<file path="src/hw/rtl/mbrs_pkg.sv">
// Shared types, constants and helpers of the Modbus register server.
// Used by mbrs_ctrl, mbrs_dp and modbus_register_server_unit; depends on nothing.
package mbrs_pkg;

  localparam int STORE_DEPTH    = 4096;
  localparam int MAX_READ_BITS  = 2000;
  localparam int MAX_READ_REGS  = 125;
  localparam int MAX_WRITE_REGS = 123;

  localparam int STORE_AW = $clog2(STORE_DEPTH);
  localparam int ADDR_W   = 17;                      // request address plus offset
  localparam int CNT_W    = $clog2(MAX_READ_BITS + 1);
  localparam int NCNT_W   = 6;                       // elements in one result, up to 32

  localparam int BITS_PER_BYTE    = 8;
  localparam int COILS_PER_RESULT = 32;
  localparam int WORDS_PER_RESULT = 2;

  localparam int CFG_W   = 13;
  localparam int CFG_NUM = 6;
  localparam int CFG_IW  = 3;

  localparam logic [CFG_IW-1:0] CFG_COIL_FIRST  = 3'd0;
  localparam logic [CFG_IW-1:0] CFG_COIL_LIMIT  = 3'd1;
  localparam logic [CFG_IW-1:0] CFG_HOLD_FIRST  = 3'd2;
  localparam logic [CFG_IW-1:0] CFG_HOLD_LIMIT  = 3'd3;
  localparam logic [CFG_IW-1:0] CFG_INPUT_FIRST = 3'd4;
  localparam logic [CFG_IW-1:0] CFG_INPUT_LIMIT = 3'd5;

  localparam logic [CFG_W-1:0] CFG_RESET [CFG_NUM] = '{
    13'd0, 13'd4096, 13'd0, 13'd4096, 13'd0, 13'd4096
  };

  localparam logic [7:0] FN_READ_COILS = 8'd1;
  localparam logic [7:0] FN_READ_HOLD  = 8'd3;
  localparam logic [7:0] FN_READ_INPUT = 8'd4;
  localparam logic [7:0] FN_WRITE_ONE  = 8'd6;
  localparam logic [7:0] FN_WRITE_MANY = 8'd16;

  localparam logic [1:0] ST_OK         = 2'd0;
  localparam logic [1:0] ST_ILLEGAL_FN = 2'd1;
  localparam logic [1:0] ST_QUANTITY   = 2'd2;
  localparam logic [1:0] ST_ADDRESS    = 2'd3;

  localparam logic [6:0] WIDX_MAX = 7'd127;

  typedef struct packed {
    logic [7:0]  mode;
    logic [15:0] start_addr;
    logic [15:0] count;
    logic [7:0]  byte_count;
    logic [15:0] word_value;
    logic        last_word;
  } in_item_t;

  typedef struct packed {
    logic [1:0]  status;
    logic [7:0]  func_echo;
    logic [15:0] echo_addr;
    logic [15:0] echo_word;
    logic [31:0] payload;
    logic [2:0]  payload_bytes;
    logic        last;
  } out_item_t;

  typedef enum logic [1:0] {
    RES_EXC,
    RES_WR_ONE,
    RES_WR_MANY,
    RES_READ
  } res_kind_t;

  typedef struct packed {
    logic      clear;
    logic      capture;
    logic      check;
    logic      mw_step;
    logic      sw_write;
    logic      rd_start;
    logic      rd_issue;
    logic      emit;
    res_kind_t kind;
  } cmd_t;

  typedef struct packed {
    logic clear_done;
    logic busy;
    logic last_word;
    logic status_ok;
    logic is_read;
    logic is_wr_one;
    logic res_end;
    logic rd_done;
    logic out_free;
  } sts_t;

  // True when the window [addr, addr+quan) leaves [first, limit).
  function automatic logic window_fault(input logic [15:0] addr, input logic [15:0] quan,
                                        input logic [CFG_W-1:0] first,
                                        input logic [CFG_W-1:0] limit);
    logic [16:0] end_addr;
    end_addr = {1'b0, addr} + {1'b0, quan};
    return ({1'b0, addr} < {4'b0, first}) || (end_addr > {4'b0, limit});
  endfunction

endpackage

</file>
<file path="src/hw/rtl/mbrs_ctrl.sv">
// Controller state machine of the Modbus register server.
// Depends on mbrs_pkg; drives the datapath mbrs_dp through cmd_t and watches sts_t.
module mbrs_ctrl (
  input  logic          clk,
  input  logic          rst_n,
  input  logic          in_valid,
  output logic          in_ready,
  input  mbrs_pkg::sts_t sts,
  output mbrs_pkg::cmd_t cmd
);
  import mbrs_pkg::*;

  typedef enum logic [2:0] {
    S_CLEAR,
    S_IDLE,
    S_CHECK,
    S_EXEC,
    S_READ,
    S_DRAIN,
    S_EMIT
  } state_t;

  state_t    state_r, state_nxt;
  res_kind_t kind_r, kind_nxt;

  assign in_ready = (state_r == S_IDLE);

  always_comb begin
    state_nxt = state_r;
    kind_nxt  = kind_r;
    cmd       = '0;
    cmd.kind  = kind_r;
    case (state_r)
      S_CLEAR: begin
        cmd.clear = 1'b1;
        if (sts.clear_done) begin
          state_nxt = S_IDLE;
        end
      end
      S_IDLE: begin
        if (in_valid) begin
          cmd.capture = 1'b1;
          state_nxt   = S_CHECK;
        end
      end
      S_CHECK: begin
        cmd.check = 1'b1;
        state_nxt = S_EXEC;
      end
      S_EXEC: begin
        if (sts.busy) begin
          // A data word of a multiple write; only the final one answers.
          cmd.mw_step = 1'b1;
          kind_nxt    = RES_WR_MANY;
          state_nxt   = sts.last_word ? S_EMIT : S_IDLE;
        end else if (sts.status_ok && sts.is_read) begin
          cmd.rd_start = 1'b1;
          kind_nxt     = RES_READ;
          state_nxt    = S_READ;
        end else if (sts.status_ok && sts.is_wr_one) begin
          cmd.sw_write = 1'b1;
          kind_nxt     = RES_WR_ONE;
          state_nxt    = S_EMIT;
        end else begin
          kind_nxt  = RES_EXC;
          state_nxt = S_EMIT;
        end
      end
      S_READ: begin
        cmd.rd_issue = 1'b1;
        if (sts.res_end) begin
          state_nxt = S_DRAIN;
        end
      end
      S_DRAIN: begin
        state_nxt = S_EMIT;
      end
      S_EMIT: begin
        if (sts.out_free) begin
          cmd.emit = 1'b1;
          if (kind_r == RES_READ && !sts.rd_done) begin
            state_nxt = S_READ;
          end else begin
            state_nxt = S_IDLE;
          end
        end
      end
      default: begin
        state_nxt = S_IDLE;
      end
    endcase
  end

  always_ff @(posedge clk) begin
    if (!rst_n) begin
      state_r <= S_CLEAR;
      kind_r  <= RES_EXC;
    end else begin
      state_r <= state_nxt;
      kind_r  <= kind_nxt;
    end
  end

`ifndef ASSERT_OFF
  a_accept_goes_to_check: assert property (@(posedge clk) disable iff (!rst_n)
    (in_valid && in_ready) |=> (state_r == S_CHECK))
    else $error("accepted item did not move to the check step");
  a_read_resumes: assert property (@(posedge clk) disable iff (!rst_n)
    (cmd.emit && kind_r == RES_READ && !sts.rd_done) |=> (state_r == S_READ))
    else $error("read response stopped before its final result");
`endif

endmodule

</file>
<file path="config.mk">
export PLATFORM = sky130hd
export DESIGN_NAME = mbrs_ctrl
export DESIGN_NICKNAME = d
export VERILOG_FILES = /design/src/hw/rtl/mbrs_pkg.sv /design/src/hw/rtl/mbrs_ctrl.sv
export SDC_FILE = /design/constraint.sdc
export NUM_CORES = 1
export LEC_CHECK = 0
export BUFFER_PORTS_ARGS = -buffer_cell sky130_fd_sc_hd__buf_2
export CAP_MARGIN = 5
export CORE_AREA = 3 3 40 42
export CTS_BUF_LIST = sky130_fd_sc_hd__clkbuf_4
export DETAILED_ROUTE_END_ITERATION = 6
export DIE_AREA = 0 0 43 45
export PLACE_DENSITY = 0.57
export REMOVE_ABC_BUFFERS = 1
export SETUP_SLACK_MARGIN = 0.5
export SYNTH_ARGS = -nofsm -noshare
export SYNTH_HDL_FRONTEND = slang
export SYNTH_SLANG_ARGS = --single-unit
</file>
<file path="constraint.sdc">
create_clock -name clk -period 2.1 [get_ports clk]
set_clock_uncertainty 0.2 [all_clocks]
set_input_delay 0.63 -clock clk [delete_from_list [all_inputs] [get_ports clk]]
set_output_delay 0.63 -clock clk [all_outputs]
set_load 0.02 [all_outputs]
</file>
Yosys cells after proc, flatten, opt, wreduce, memory -nomap -nowiden
Index checks and enable logic that the tools add are counted.
Widths: inputs -> output; s select.
Cells by class
  add/sub/neg operators: 0
  multiply operators: 0
  div/mod/pow operators: 0
  magnitude comparators: 0
  equality and inequality tests: 11
  shift-type cells: 0
  multiplexer cells: 25
  bitwise gates (word level): 0
  reduce and logical (&&, ||, !) cells: 6
Operators by type and width (count)
  $mux 3: 8
  $pmux 3 s7: 1
  $mux 1: 12
  $eq 3x3->1 const B: 3
  $mux 2: 4
  $ne 2x2->1 const B: 4
  $eq 3x2->1 const B: 2
  $reduce_and 4->1: 1
  $eq 3x1->1 const B: 1
  $logic_and 1x1->1: 3
  $logic_not 3->1: 1
  $eq 2x2->1 const B: 1
  $logic_not 1->1: 1
Storage, ports and cells
  register bits after elaboration: 5
  bits in latches: 0
  bits in writable memories: 0
  memory bits (read-only): 0
  input port bits: 12
  output and inout bits: 11
  logic and storage cells: 44
  memories kept: 0

Logic depth before layout (Yosys ltp)
  depth after elaboration: 5
  mapped depth: 4

Least setup slack after synthesis
OpenSTA, ideal clock, no wires.
  path kind: register to output
  from: register state_r[0]
  to: output cmd[6] in the netlist's numbering
  data arrival time: 1.155 ns
  path slack: 0.115 ns
  stages on the path, launching flop included: 4
  path buffers: 1
  cell sequence: dfxtp_1 > clkbuf_1 > nand2_1 > nor3_1
RTL lines
  from (decl): line mbrs_ctrl.sv:23  | state_t state_r, state_nxt;
  from (signal assigned): line mbrs_ctrl.sv:99  | state_r <= state_nxt;
  to (decl): line mbrs_ctrl.sv:9  | output mbrs_pkg::cmd_t cmd

==> impl_metrics.json <==
{
  "syn_area_um2": 415,
  "cts.sinks": 5,
  "cap_viol_max_count": 0,
  "p_leak_nw": 0.419,
  "yosys.area_share.simple_pct": 39.2,
  "io_buffers": 22,
  "postCtsHoldBufs": 0,
  "overflow": 0,
  "first_iter_violations": 8,
  "p_int_uw": 260,
  "gp_congestion": 0.761,
  "h-tree-depth": 1,
  "avgSynthCellArea_um2": 7.69,
  "ant_nets": 0,
  "dieArea_mm2": 0.00194,
  "insertion_delay_ps": 240,
  "synth-seq-area-share_pct": 24.1,
  "synthTopCellsByArea": "dfxtp_1 (24%), nand2b_1 (6.0%), nor2_1 (4.5%), and3b_1 (4.2%), o221ai_1 (4.2%)",
  "p_switching_uw": 97.4,
  "io_pins": 23,
  "ir_drop_v": 0.000343,
  "fin_crit_sh_pct": 99.1,
  "start_util_pct": 32.3,
  "rsz0062_at_grt": "true",
  "die_height_um": 45,
  "crit_slowest_cell": "and2b_2",
  "crit_top_cell": "buf_6",
  "fmax_ghz": 0.481,
  "max-slew-margin-rel_pct": 76.3,
  "wire_per_inst_um": 12.4,
  "grt_first_pass_wirelength_um": 2280,
  "path_buf_inv": 2,
  "cts.clk_slew.worst_paths_ps": 40,
  "cts_max_path_buffers": 2,
  "hold_violations": 0,
  "worst_pin_slew_ps": 351,
  "yosysTopAreaCellShare_pct": 24.1,
  "arrival_ps": 1250,
  "root_buffer": "clkbuf_4",
  "p_clk_share_pct": 34.4,
  "drtPass1Iterations": 4,
  "synth_top_cell_by_area": "dfxtp_1",
  "status": "complete, no violations",
  "ys_seq_elements": 5,
  "setup_tns_ps": 0,
  "fillCellCount": 114,
  "antenna_cells": 0,
  "synth.mux.area_fraction_pct": 0,
  "min_path_type": "register to register",
  "grt_pass1_vias": 554,
  "synth_compound_area_share_pct": 31.9,
  "nNetsFinal": 108,
  "synthXorXnorAreaFrac_pct": 0,
  "worstPathCellList": "buf_6 -> and2b_2 -> and4b_1 -> buf_6",
  "via_per_inst": 5.29,
  "grt_max_degree": 8,
  "totalWireLength_um": 1360,
  "slew_violations": 0,
  "fin_crit_ps": 2080,
  "fp.dieW_um": 43,
  "drc": 0,
  "sw_frac_of_total_pct": 27.3,
  "syn_to_final_growth_pct": 108,
  "cp_top_family": "simple AND/OR/NAND/NOR gates",
  "power.density_mw_per_mm2": 412,
  "dp_hpwl_um": 923,
  "antenna_found_initial": 0,
  "critical_path.startpoint_type": "input pin",
  "crit_fanout": 3,
  "synthAdderAreaFrac_pct": 0,
  "ys_types": 28,
  "endpoint_kind": "output pin",
  "cts_tree": "yes",
  "setup_viol": 0,
  "criticalPathCategory": "input pin to output pin",
  "power_frac_seq_pct": 28.7,
  "rows": 13,
  "drive_above_1_share_pct": 65.3,
  "gr-usage-all-layers_pct": 15.5,
  "synth_top_family_by_area": "simple AND/OR/NAND/NOR gates",
  "critical_path_required_ps": 1270,
  "design.core.area_mm2": 0.00128,
  "max_stage_delay_ps": 210,
  "pwr-share-comb_pct": 36.9,
  "num_vias": 582,
  "numCtsBuffers": 3,
  "synthCells": 54,
  "total_power_uw": 357,
  "ys_warn_count": 0
}
[cell usage after synthesis]
cell	n
a211oi_2	1
a21boi_1	2
a21oi_1	3
a221o_1	1
a221oi_1	1
and2_1	2
and2b_2	1
and3_1	2
and3b_1	2
and4b_1	1
buf_2	1
clkbuf_1	2
dfxtp_1	5
inv_1	2
nand2_1	3
nand2b_1	4
nand3b_1	1
nor2_1	5
nor2b_1	2
nor3_1	2
nor3b_1	1
o211a_1	1
o211ai_1	2
o21ai_0	2
o221ai_1	2
o311a_1	1
o41ai_1	1
or3b_1	1
[worst register-to-register path: cells and delay by family (launching register included)]
kind | cells | cell delay, ps
DFF | 1 | 330
and+or+nand+nor | 1 | 370
AOI/OAI and AO/OA | 2 | 540
buffers and inverters | 1 | 140
[metal layers]
layer | routed length, µm | track usage (%) | vias to the layer above
met3 | 101 | 5.58 | 2
met1 | 551 | 19.0 | 270
li1 | - | - | 286
met2 | 701 | 24.9 | 24
met5 | 0 | 0 | -
met4 | 9 | 6.02 | 0
[layout make-up]
cell class                      instances  area, µm²  area share, %
Multi-Input combinational cell         44        367           42.3
Timing Repair Buffer                   40        333           38.4
Sequential cell                         5        108           12.4
Clock buffer                            4       30.0           3.47
Tap cell                               15       18.8           2.17
Inverter                                2       10.0           1.16
[layout by cell type (no fill, tap or decap), drive strengths merged, types with 2 or more instances in the layout]
cell     n
a21boi   2
a21oi    3
and2     2
and3     2
and3b    2
buf     40
clkbuf   4
dfxtp    5
inv      2
nand2    3
nand2b   4
nor2     5
nor2b    2
nor3     2
o211ai   2
o21ai    2
o221ai   2
[worst paths after layout]
kind | startpoint | end | slack (ps) | depth (start not counted)
min | kind_r[0] | kind_r[0] | 290 | 2
max | sts[7] | cmd[5] | 20 | 4
max reg2reg | state_r[2] | state_r[0] | 430 | 4
min reg2reg | kind_r[0] | kind_r[0] | 290 | 2
[power groups by stage]
stage,logic [mW],registers [mW],clock network [mW]
after floorplan,0.0386,0.109,0
after global placement,0.0823,0.104,0
after detailed placement,0.0827,0.104,0
after CTS,0.110,0.102,0.130
after global routing,0.142,0.103,0.135
final,0.132,0.102,0.123
[flip-flops by register name, indices dropped and copies added (netlist names)]
signal and flops:
kind_r 2, state_r 3
[timing repair]
item	in CTS	in global routing
pin swaps	7	2
buffers inserted	5	5
gates cloned	1	0
resized for setup	29	21
endpoints found under the setup margin	10	13
[cell families after synthesis]
logic type,after synthesis
AOI/OAI and AO/OA,17
buffers and inverters,5
DFF,5
and+or+nand+nor,27
[per-stage QoR]
step / utilization [%] / instance area (µm²) / cells / worst slack (ps) / hold WS [ps]
after global routing: 67.4 / 866 / 110 / -32.6 / 348
after CTS: 58.9 / 757 / 105 / 18.5 / 305
after floorplan: - / 403 / 51 / 121 / 357
final: 67.4 / 866 / 110 / 19.3 / 285
after global placement: 45.5 / 584 / 95 / -0.183 / 291
after detailed placement: 45.5 / 584 / 95 / -15.8 / 293
Power figures use the tool's default switching activity.
